**config.mk**
```make
export PLATFORM = sky130hd
export DESIGN_NAME = quicksort_engine
export DESIGN_NICKNAME = d
export VERILOG_FILES = /design/src/sv/qs_pkg.sv /design/src/sv/qs_ram.sv /design/src/sv/quicksort_engine.sv /design/src/sv/qs_datapath.sv /design/src/sv/qs_ctrl.sv
export SDC_FILE = /design/constraint.sdc
export NUM_CORES = 2
export LEC_CHECK = 0
export ABC_CLOCK_PERIOD_IN_PS = 6200
export BUFFER_PORTS_ARGS = -buffer_cell sky130_fd_sc_hd__buf_2
export CORE_MARGIN = 2
export CORE_UTILIZATION = 30
export DETAILED_ROUTE_END_ITERATION = 8
export PLACE_DENSITY = 0.55
export SYNTH_ARGS = -nofsm -noshare
export SYNTH_HDL_FRONTEND = slang
export SYNTH_HIERARCHICAL = 1
export SYNTH_SLANG_ARGS = --single-unit
```
**constraint.sdc**
```tcl
create_clock -name aclk -period 6.2 [get_ports aclk]
set_input_delay 1.24 -clock aclk [delete_from_list [all_inputs] [get_ports aclk]]
set_output_delay 1.24 -clock aclk [all_outputs]
set_load 0.05 [all_outputs]
```
**src/sv/qs_pkg.sv**
```systemverilog
`default_nettype none
package qs_pkg;
    localparam int MAX_ITEMS_DEF  = 64;
    localparam int DATA_WIDTH_DEF = 32;

    typedef struct packed {
        logic cmp_le;
        logic cmp_ge;
    } qs_status_t;
endpackage
`default_nettype wire

```
**src/sv/qs_ram.sv**
```systemverilog
`default_nettype none
module qs_ram #(
    parameter int WIDTH = 32,
    parameter int DEPTH = 64
) (
    input  wire logic                     aclk,
    input  wire logic                     we,
    input  wire logic [$clog2(DEPTH)-1:0] waddr,
    input  wire logic [WIDTH-1:0]         wdata,
    input  wire logic [$clog2(DEPTH)-1:0] raddr,
    output logic      [WIDTH-1:0]         rdata
);
    logic [WIDTH-1:0] mem [DEPTH];

    always_ff @(posedge aclk) begin
        if (we) begin
            mem[waddr] <= wdata;
        end
        rdata <= mem[raddr];
    end
endmodule
`default_nettype wire

```
**src/sv/quicksort_engine.sv**
```systemverilog
// quicksort_engine: sorts a set of signed integers in ascending order.
// Input channel (s_valid/s_ready, s_value, s_is_last): one element per
// transaction, one per cycle while loading. Elements beyond MAX_ITEMS are
// dropped; the transaction marked is_last (stored if room) starts the sort.
// The sort is quicksort with the leftmost element as pivot and a stack of
// pending ranges in a RAM. Each range is partitioned by two scans that
// close in from both ends, with a swap for each out-of-place pair, and a
// sorted or reversed set is the worst case for this pivot choice.
// Output channel (m_valid/m_ready, m_sorted_value, m_end_of_set): the set
// is emitted in order, each element read through OUT_RQ and OUT_LD and
// held in OUT_V until m_ready, end_of_set on the greatest. A stall on
// m_ready holds the current result; s_ready stays low from the start of
// the sort until the last result is taken.
// Reset (aresetn low, synchronous) empties the set and idles the engine.
// The element RAM needs no clearing after reset.
`default_nettype none
module quicksort_engine #(
    parameter int MAX_ITEMS  = qs_pkg::MAX_ITEMS_DEF,
    parameter int DATA_WIDTH = qs_pkg::DATA_WIDTH_DEF
) (
    input  wire logic                         aclk,
    input  wire logic                         aresetn,
    input  wire logic                         s_valid,
    output logic                              s_ready,
    input  wire logic signed [DATA_WIDTH-1:0] s_value,
    input  wire logic                         s_is_last,
    output logic                              m_valid,
    input  wire logic                         m_ready,
    output logic signed [DATA_WIDTH-1:0]      m_sorted_value,
    output logic                              m_end_of_set
);
    localparam int AW = $clog2(MAX_ITEMS);

    logic          e_we, s_we;
    logic [AW-1:0] e_waddr, e_raddr, s_waddr, s_raddr;
    logic [DATA_WIDTH-1:0] e_wdata, e_rdata, pivot;
    logic [2*AW-1:0] s_wdata, s_rdata;
    logic ld_pivot;
    qs_pkg::qs_status_t st;

    qs_ram #(.WIDTH(DATA_WIDTH), .DEPTH(MAX_ITEMS)) u_elem (
        .aclk(aclk), .we(e_we), .waddr(e_waddr), .wdata(e_wdata),
        .raddr(e_raddr), .rdata(e_rdata));

    qs_ram #(.WIDTH(2*AW), .DEPTH(MAX_ITEMS)) u_stack (
        .aclk(aclk), .we(s_we), .waddr(s_waddr), .wdata(s_wdata),
        .raddr(s_raddr), .rdata(s_rdata));

    qs_datapath #(.DATA_WIDTH(DATA_WIDTH)) u_dp (
        .aclk(aclk), .ld_pivot(ld_pivot), .rdata(e_rdata),
        .pivot(pivot), .status(st));

    qs_ctrl #(.MAX_ITEMS(MAX_ITEMS), .DATA_WIDTH(DATA_WIDTH)) u_ctrl (
        .aclk(aclk), .aresetn(aresetn),
        .s_valid(s_valid), .s_ready(s_ready), .s_value(s_value),
        .s_is_last(s_is_last),
        .m_valid(m_valid), .m_ready(m_ready),
        .m_sorted_value(m_sorted_value), .m_end_of_set(m_end_of_set),
        .e_we(e_we), .e_waddr(e_waddr), .e_wdata(e_wdata), .e_raddr(e_raddr),
        .e_rdata(e_rdata),
        .s_we(s_we), .s_waddr(s_waddr), .s_wdata(s_wdata), .s_raddr(s_raddr),
        .s_rdata(s_rdata), .ld_pivot(ld_pivot), .pivot(pivot), .status(st));
endmodule
`default_nettype wire

```
**src/sv/qs_datapath.sv**
```systemverilog
`default_nettype none
module qs_datapath #(
    parameter int DATA_WIDTH = qs_pkg::DATA_WIDTH_DEF
) (
    input  wire logic                  aclk,
    input  wire logic                  ld_pivot,
    input  wire logic [DATA_WIDTH-1:0] rdata,
    output logic      [DATA_WIDTH-1:0] pivot,
    output qs_pkg::qs_status_t         status
);
    logic [DATA_WIDTH-1:0] pivot_reg;

    always_ff @(posedge aclk) begin
        if (ld_pivot) begin
            pivot_reg <= rdata;
        end
    end

    assign pivot         = pivot_reg;
    assign status.cmp_le = $signed(rdata) <= $signed(pivot_reg);
    assign status.cmp_ge = $signed(rdata) >= $signed(pivot_reg);
endmodule
`default_nettype wire

```
**src/sv/qs_ctrl.sv**
```systemverilog
`default_nettype none
module qs_ctrl #(
    parameter int MAX_ITEMS  = qs_pkg::MAX_ITEMS_DEF,
    parameter int DATA_WIDTH = qs_pkg::DATA_WIDTH_DEF
) (
    input  wire logic                         aclk,
    input  wire logic                         aresetn,
    input  wire logic                         s_valid,
    output logic                              s_ready,
    input  wire logic signed [DATA_WIDTH-1:0] s_value,
    input  wire logic                         s_is_last,
    output logic                              m_valid,
    input  wire logic                         m_ready,
    output logic signed [DATA_WIDTH-1:0]      m_sorted_value,
    output logic                              m_end_of_set,
    output logic                              e_we,
    output logic [$clog2(MAX_ITEMS)-1:0]      e_waddr,
    output logic [DATA_WIDTH-1:0]             e_wdata,
    output logic [$clog2(MAX_ITEMS)-1:0]      e_raddr,
    input  wire logic [DATA_WIDTH-1:0]        e_rdata,
    output logic                              s_we,
    output logic [$clog2(MAX_ITEMS)-1:0]      s_waddr,
    output logic [2*$clog2(MAX_ITEMS)-1:0]    s_wdata,
    output logic [$clog2(MAX_ITEMS)-1:0]      s_raddr,
    input  wire logic [2*$clog2(MAX_ITEMS)-1:0] s_rdata,
    output logic                              ld_pivot,
    input  wire logic [DATA_WIDTH-1:0]        pivot,
    input  qs_pkg::qs_status_t                status
);
    localparam int AW = $clog2(MAX_ITEMS);
    localparam int CW = AW + 1;

    typedef enum logic [3:0] {
        LOAD, POP, POP_W, PIV, LO_RQ, LO_CMP, HI_RQ, HI_CMP,
        SWAP2, FIN1, FIN2, PUSH_LO, PUSH_HI, OUT_RQ, OUT_LD, OUT_V
    } state_t;

    state_t state_reg;
    logic [CW-1:0] count_reg, sp_reg, idx_reg;
    logic [CW-1:0] l_reg, r_reg, lo_reg, hi_reg;
    logic [DATA_WIDTH-1:0] lo_val_reg, hi_val_reg;
    logic signed [DATA_WIDTH-1:0] out_reg;
    logic last_reg, mv_reg;
    logic [CW-1:0] count_next;

    assign s_ready        = (state_reg == LOAD);
    assign m_valid        = mv_reg;
    assign m_sorted_value = out_reg;
    assign m_end_of_set   = last_reg;

    always_comb begin
        e_we       = 1'b0;
        e_waddr    = AW'(count_reg);
        e_wdata    = s_value;
        e_raddr    = AW'(idx_reg);
        s_we       = 1'b0;
        s_waddr    = AW'(sp_reg);
        s_wdata    = {AW'(l_reg), AW'(hi_reg - CW'(1))};
        s_raddr    = AW'(sp_reg - CW'(1));
        ld_pivot   = 1'b0;
        count_next = (count_reg != CW'(MAX_ITEMS)) ? count_reg + CW'(1) : count_reg;
        unique case (state_reg)
            LOAD: begin
                e_we    = s_valid && (count_reg != CW'(MAX_ITEMS));
                // push the whole set as the first range
                s_we    = s_valid && s_is_last && (count_next >= CW'(2));
                s_waddr = '0;
                s_wdata = {{AW{1'b0}}, AW'(count_next - CW'(1))};
            end
            POP_W:   e_raddr = s_rdata[2*AW-1:AW];
            PIV:     ld_pivot = 1'b1;
            LO_RQ:   e_raddr = AW'(lo_reg);
            HI_RQ:   e_raddr = AW'(hi_reg);
            // first half of a swap: the element at hi lands in slot lo
            HI_CMP: begin
                e_we    = !status.cmp_ge && (lo_reg <= hi_reg);
                e_waddr = AW'(lo_reg);
                e_wdata = e_rdata;
            end
            SWAP2: begin
                e_we = 1'b1; e_waddr = AW'(hi_reg); e_wdata = lo_val_reg;
            end
            FIN1: begin
                e_we = 1'b1; e_waddr = AW'(l_reg); e_wdata = hi_val_reg;
            end
            FIN2: begin
                e_we = 1'b1; e_waddr = AW'(hi_reg); e_wdata = pivot;
            end
            PUSH_LO: s_we = (hi_reg > l_reg + CW'(1));
            PUSH_HI: begin
                s_we    = (r_reg > hi_reg + CW'(1));
                s_wdata = {AW'(hi_reg + CW'(1)), AW'(r_reg)};
            end
            default: ;
        endcase
    end

    always_ff @(posedge aclk) begin
        if (!aresetn) begin
            state_reg <= LOAD;
            count_reg <= '0;
            sp_reg    <= '0;
            mv_reg    <= 1'b0;
            last_reg  <= 1'b0;
        end else begin
            unique case (state_reg)
                LOAD: if (s_valid) begin
                    count_reg <= count_next;
                    if (s_is_last) begin
                        idx_reg <= '0;
                        if (count_next >= CW'(2)) begin
                            sp_reg    <= CW'(1);
                            state_reg <= POP;
                        end else begin
                            state_reg <= OUT_RQ;
                        end
                    end
                end
                POP: begin
                    if (sp_reg == '0) begin
                        idx_reg <= '0; state_reg <= OUT_RQ;
                    end else begin
                        sp_reg <= sp_reg - CW'(1);
                        state_reg <= POP_W;
                    end
                end
                POP_W: begin
                    l_reg  <= CW'(s_rdata[2*AW-1:AW]);
                    r_reg  <= CW'(s_rdata[AW-1:0]);
                    lo_reg <= CW'(s_rdata[2*AW-1:AW]) + CW'(1);
                    hi_reg <= CW'(s_rdata[AW-1:0]);
                    state_reg <= PIV;
                end
                PIV: state_reg <= LO_RQ;
                LO_RQ: state_reg <= (lo_reg > r_reg) ? HI_RQ : LO_CMP;
                LO_CMP: begin
                    if (status.cmp_le) begin
                        lo_reg <= lo_reg + CW'(1);
                        state_reg <= LO_RQ;
                    end else begin
                        lo_val_reg <= e_rdata;
                        state_reg <= HI_RQ;
                    end
                end
                HI_RQ: begin
                    // hi reached the pivot slot: the pivot swaps with itself
                    if (hi_reg <= l_reg) begin
                        hi_val_reg <= pivot;
                        state_reg <= FIN1;
                    end else begin
                        state_reg <= HI_CMP;
                    end
                end
                HI_CMP: begin
                    if (status.cmp_ge) begin
                        hi_reg <= hi_reg - CW'(1);
                        state_reg <= HI_RQ;
                    end else begin
                        hi_val_reg <= e_rdata;
                        state_reg <= (lo_reg <= hi_reg) ? SWAP2 : FIN1;
                    end
                end
                SWAP2: state_reg <= LO_RQ;
                FIN1: state_reg <= FIN2;
                FIN2: state_reg <= PUSH_LO;
                PUSH_LO: begin
                    if (hi_reg > l_reg + CW'(1)) sp_reg <= sp_reg + CW'(1);
                    state_reg <= PUSH_HI;
                end
                PUSH_HI: begin
                    if (r_reg > hi_reg + CW'(1)) sp_reg <= sp_reg + CW'(1);
                    state_reg <= POP;
                end
                OUT_RQ: state_reg <= OUT_LD;
                OUT_LD: begin
                    out_reg   <= e_rdata;
                    last_reg  <= (idx_reg + CW'(1) == count_reg);
                    idx_reg   <= idx_reg + CW'(1);
                    mv_reg    <= 1'b1;
                    state_reg <= OUT_V;
                end
                OUT_V: begin
                    if (m_ready) begin
                        mv_reg <= 1'b0;
                        if (last_reg) begin
                            count_reg <= '0; state_reg <= LOAD;
                        end else begin
                            state_reg <= OUT_RQ;
                        end
                    end
                end
                default: state_reg <= LOAD;
            endcase
        end
    end

    property p_no_in_during_out;
        @(posedge aclk) disable iff (!aresetn) m_valid |-> !s_ready;
    endproperty
    a_no_in_during_out: assert property (p_no_in_during_out)
        else $error("input accepted while results pending");
    a_sp_bound: assert property (@(posedge aclk) disable iff (!aresetn)
        sp_reg <= CW'(MAX_ITEMS)) else $error("range stack overflow");
    a_count_bound: assert property (@(posedge aclk) disable iff (!aresetn)
        count_reg <= CW'(MAX_ITEMS)) else $error("element count overflow");
endmodule
`default_nettype wire

```
## Word-level counts from Yosys, hierarchy flattened

Memories as Yosys holds them, arrays and structs flattened. A register that Yosys moved wholly into a read port is not among the register bits.
Cells that the tools add are included.

- Flip-flop bits (word level): 181
- Memory bits (writable): 2,816
- Output and inout bits: 35
- Word-level logic and storage cells: 142
- Memories kept: 2

- $add $sub $neg: 10
- Order comparisons: 8
- Equal/unequal tests: 30
- Multiplexer cells: 49
- Bitwise logic cells: 1
- Reduce and logical (&&, ||, !) cells: 28

Memory list:

| name | depth | width | rd ports | clocked after Yosys merged registers in | wr ports | RTL line | text |
|---|---|---|---|---|---|---|---|
| u_elem.mem | 64 | 32 | 1 | 1 | 1 | qs_ram.sv:13 | `logic [WIDTH-1:0] mem [DEPTH];` |
| u_stack.mem | 64 | 12 | 1 | 1 | 1 | qs_ram.sv:13 |  |

Operator list:

| cell | count |
|---|---|
| one-hot mux 32 bit (4 select lines) | 1 |
| two-way mux 7 bit | 15 |
| two-way mux 32 bit | 2 |
| one-hot mux 32 bit (2 select lines) | 1 |
| one-hot mux 4 bit (15 select lines) | 1 |
| one-hot mux 7 bit (2 select lines) | 3 |
| one-hot mux 6 bit (3 select lines) | 2 |
| adder 7 x 1 -> 7 bit, second input constant | 5 |
| == test 4 bit, second input constant | 8 |
| greater-or-equal comparator 32 bit | 1 |
| <= comparator 32 bit | 1 |
| two-way mux 4 bit | 8 |
| one-hot mux 7 bit (4 select lines) | 1 |
| one-hot mux 12 bit (2 select lines) | 1 |
| one-hot mux 7 bit (3 select lines) | 1 |
| == test 4 x 3 -> 1 bit, second input constant | 4 |
| != test 2 x 1 -> 1 bit, second input constant | 8 |
| adder 6 x 1 -> 7 bit, second input constant | 2 |
| subtractor 7 x 1 -> 7 bit, second input constant | 2 |
| AND reduction 3 bit | 4 |
| != test 2 bit, second input constant | 5 |
| nonzero test 2 bit | 5 |
| == test 4 x 2 -> 1 bit, second input constant | 2 |
| AND reduction 4 bit | 2 |
| 27 further kinds | 41 |

## Depth between registers and ports, before layout

- Depth in word-level cells: 7
- Mapped depth: 16
- Mapped depth without buffers: 14

## Hierarchy

Netlist, hierarchy kept.

By module, submodules not included:

| module | instances | cells each | area an instance (um^2) | sequential area each (um^2) |
|---|---|---|---|---|
| qs_ram at u_elem | 1 | 3,324 | 78,512.8 | 62,139.6 |
| qs_ram at u_stack | 1 | 1,339 | 29,851.1 | 23,302.3 |
| qs_ctrl | 1 | 998 | 9,310.2 | 4,274.1 |
| qs_datapath | 1 | 147 | 1,806.7 | 960.9 |

## Worst setup path before layout

Ideal clock, no wire load.

- Path kind: flip-flop to flip-flop
- Start point: register u_dp.pivot_reg[14], in the netlist u_dp/pivot[14]
- End point: memory u_elem.mem[49][0] (enable)
- Library setup time: 0.461 ns
- Data arrival time: 4.755 ns
- Slack: 0.984 ns
- Cell stages (with the launch flop): 15
- Period minus slack after synthesis: 5.216 ns
- Cells stage by stage: edfxtp_1 -> inv_1 -> ha_1 -> a21oi_1 -> nand2_1 -> a221o_1 -> o31ai_1 -> o2111a_2 -> mux2i_1 -> nor2_1 -> nand2_1 -> nand3_1 -> nor2b_1 -> nand4_1 -> nor3_1

RTL lines:

| what | RTL line | text |
|---|---|---|
| start, declared | qs_datapath.sv:11 | `logic [DATA_WIDTH-1:0] pivot_reg;` |
| start signal, assigned | qs_datapath.sv:15 | `pivot_reg <= rdata;` |
| end, declared | qs_ram.sv:13 |  |

==> impl_metrics.tcl <==
set metrics [dict create \
    outcome "finished clean" \
    fin_skew_ns 0.1023 \
    cts_hold_buffers 0 \
    drt_iter0_markers 7097 \
    wl_met1_mm 134.8 \
    grt_pass1_vias 60400 \
    gp_congestion 0.8357 \
    row_count 231 \
    synth_top_area_share_pct 74.82 \
    worstPathArrival_ns 5.68 \
    syn_inst 5808 \
    clkPwrFrac_pct 26.6 \
    swShare_pct 35.61 \
    p_comb_share_pct 36.5 \
    path_class "reg -> reg" \
    worst_setup_path_start_kind "register" \
    die_h_um 635.1 \
    worstMarginPinSlew_ns 1.183 \
    netSwitchingPower_mw 24.91 \
    core_um2 396300 \
    end_kind "register" \
    overflow 0 \
    synth_common_cells "edfxtp_1, mux4_2, nor2_1" \
    cts_sinks 3041 \
    areaGrowthSynthToFinish_pct 15.96 \
    cp_slowest_cell "o31ai_1" \
    cts-root-buf "clkbuf_16" \
    avgRoutedWirePerCell_um 28.09 \
    ios 72 \
    ys_top_cells_by_area "edfxtp_1, mux4_2, mux2i_1, dfxtp_1, nor2_1" \
    path_clk_slew_ns 0.06 \
    finalSetupViolCount 0 \
    critPathBufInv 3 \
    crit_fanout 24 \
    post_cts_buffers 0 \
    setup_tns_ns 0 \
    portBuffers 71 \
    wl_met2_mm 163.0 \
    largest_reg_flops 2048 \
    grt_max_degree 93 \
    p_leak_nw 43.57 \
    slew_viol_final 0 \
    route.met3.wl_mm 20.24 \
    die_w_um 635.1 \
    crit_family "compound AO/OA/AOI/OAI gates" \
    max_freq_mhz 192.4 \
    antenna_found_initial 22 \
    nets 6310 \
    critPathRequiredTime_ns 6.68 \
    ys_warn_count 6 \
    rsz0062_at_grt "false" \
    largestRegisters "u_elem/mem x2048, u_stack/mem x768" \
    yosysUniqueCellTypes 86 \
    synth_nets 5921 \
    drtPass1Iterations 6 \
    grt_first_pass_wirelength_mm 464.5 \
    top_register "u_elem/mem" \
    p_int_mw 45.04 \
    start_util_pct 30.15 \
    synth-edff-count 2977 \
    cp_cell_sequence "inv_1 -> ha_1 -> a21oi_1 -> o21ai_0 -> a221o_1 -> o31ai_1 -> o2111a_2 -> mux2i_1 -> nor2_1 -> nand2_1 -> nand3_1 -> nor2b_1 -> nand3_1 -> buf_4 -> nor2_4 -> buf_4" \
    hpwl_mm 200.0 \
    peakVddDrop_v 0.0003835 \
    async_flop_share_pct 0 \
    antenna_left 0 \
    yosys_register_bits 3041 \
    wirelength_mm 328.8 \
    cts_buffer_depth 4 \
    cts_tree "built" \
    max_stage_delay_ns 0.54 \
    yosysTopAreaCell "edfxtp_1" \
    vias 60040 \
    highest-signal-layer "met5" \
    finalHoldViolations 0 \
    slew_headroom_pct 20.97 \
    hp-class "reg -> reg" \
    yosysSeqAreaShare_pct 75.89 \
    grt_usage_pct 15.81 \
    cts_resized 0 \
    cts-buffers-inserted 316 \
    p_seq_share_pct 36.9 \
    finalCriticalPeriod_ns 5.197 \
    avgSynthCellArea_um2 20.57 \
    drive_gt1_share_pct 26.26 \
    post-route-period-util_pct 83.82 \
    drc 0 \
    max-cap-violations 0 \
    synthMostInstantiatedCell "edfxtp_1" \
    cts-htree-levels 5 \
    synth_top_flop_cell "edfxtp_1" \
    power_density_nw_per_um2 504.9 \
    netlist_area_um2 119500 \
    insertion_delay_ns 0.93 \
    viasPerCell 5.129 \
    finalPower_mw 69.95 \
    dieArea_um2 403300 \
]
[cell families (layout without fill, tap and decap cells)]
kind of cell             after synthesis  in the layout  share of synthesized area [%]
XOR/XNOR                              43             43                         0.3152
flip-flops                          3041           3041                          75.89
AO/OA/AOI/OAI                        565            565                          3.206
multiplexers                         894            894                          15.20
adder cells (fa/ha/maj)               76             76                         0.7959
other                                  0             10                              0
buffers and inverters                385           1031                          1.528
AND/OR/NAND/NOR                      804            804                          3.059
[final cells by class]
| class | instances | area, um2 |
|---|---|---|
| Clock buffer | 391 | 8283 |
| Tap cell | 5242 | 6559 |
| Antenna cell | 10 | 25.02 |
| Multi-Input combinational cell | 2382 | 27850 |
| Timing Repair Buffer | 383 | 3060 |
| Sequential cell | 3041 | 90680 |
| Clock inverter | 184 | 1808 |
| Fill cell | 36400 | 257700 |
| Inverter | 73 | 286.5 |
[path summary, 6_finish.rpt]
check	from	to	slack (ns)	depth (start not counted)
max	u_dp/pivot[7]	u_elem/mem[62][29]	1.00	16
min	u_stack/rdata[4]	u_ctrl/r_reg[4]	0.43	0
max reg2reg	u_dp/pivot[7]	u_elem/mem[62][29]	1.00	16
min reg2reg	u_stack/rdata[4]	u_ctrl/r_reg[4]	0.43	0
[per-stage QoR]
step | worst slack, ns | utilization, % | std cells | cell area, um2 | hold slack [ns]
after floorplan | 0.9837 | - | 5808 | 119500 | 0.4081
after global placement | 1.145 | 32.41 | 11120 | 128400 | 0.4231
after detailed placement | 1.180 | 32.41 | 11120 | 128400 | 0.4219
after CTS | 1.066 | 34.96 | 11700 | 138500 | 0.4335
after global routing | 0.7639 | 34.96 | 11700 | 138500 | 0.4517
final | 1.003 | 34.96 | 11710 | 138600 | 0.4319
[placed cells by master, fill, tap and decap left out, types with 62 or more instances in the layout]
cell type,Yosys,layout
buf_4,38,283
ha_1,76,76
nand2_1,233,232
o22ai_1,117,111
clkinv_1,2,73
edfxtp_1,2977,2977
nor2_1,311,244
inv_1,71,69
clkbuf_16,0,319
mux2i_1,151,151
mux4_2,736,736
buf_2,82,71
clkbuf_1,153,69
a21oi_1,148,143
nor2_4,0,66
dfxtp_1,64,62
[worst reg2reg max path, stage by stage, from the launching register on]
cell	delay (ns)
edfxtp_1	0.38
inv_1	0.06
ha_1	0.32
a21oi_1	0.18
o21ai_0	0.12
a221o_1	0.37
o31ai_1	0.54
o2111a_2	0.34
mux2i_1	0.20
nor2_1	0.25
nand2_1	0.08
nand3_1	0.36
nor2b_1	0.32
nand3_1	0.20
buf_4	0.26
nor2_4	0.28
buf_4	0.46
[routing by layer]
layer / vias to the layer above / global-route usage, %
met4: 2 / 5.033
met2: 2230 / 26.62
li1: 24930 / -
met5: - / 0
met1: 32450 / 21.31
met3: 434 / 1.953
[power groups by stage]
stage	Combinational (mW)	Sequential (mW)	Clock, mW
2_1_floorplan	15.1	26.2	0
3_3_place_gp	25.6	26.2	0
3_5_place_dp	25.7	26.3	0
4_1_cts	25.8	25.9	18.9
5_1_grt	26.8	25.9	19.7
6_report	25.5	25.8	18.6
No activity file was read; power rests on OpenSTA's default activity.
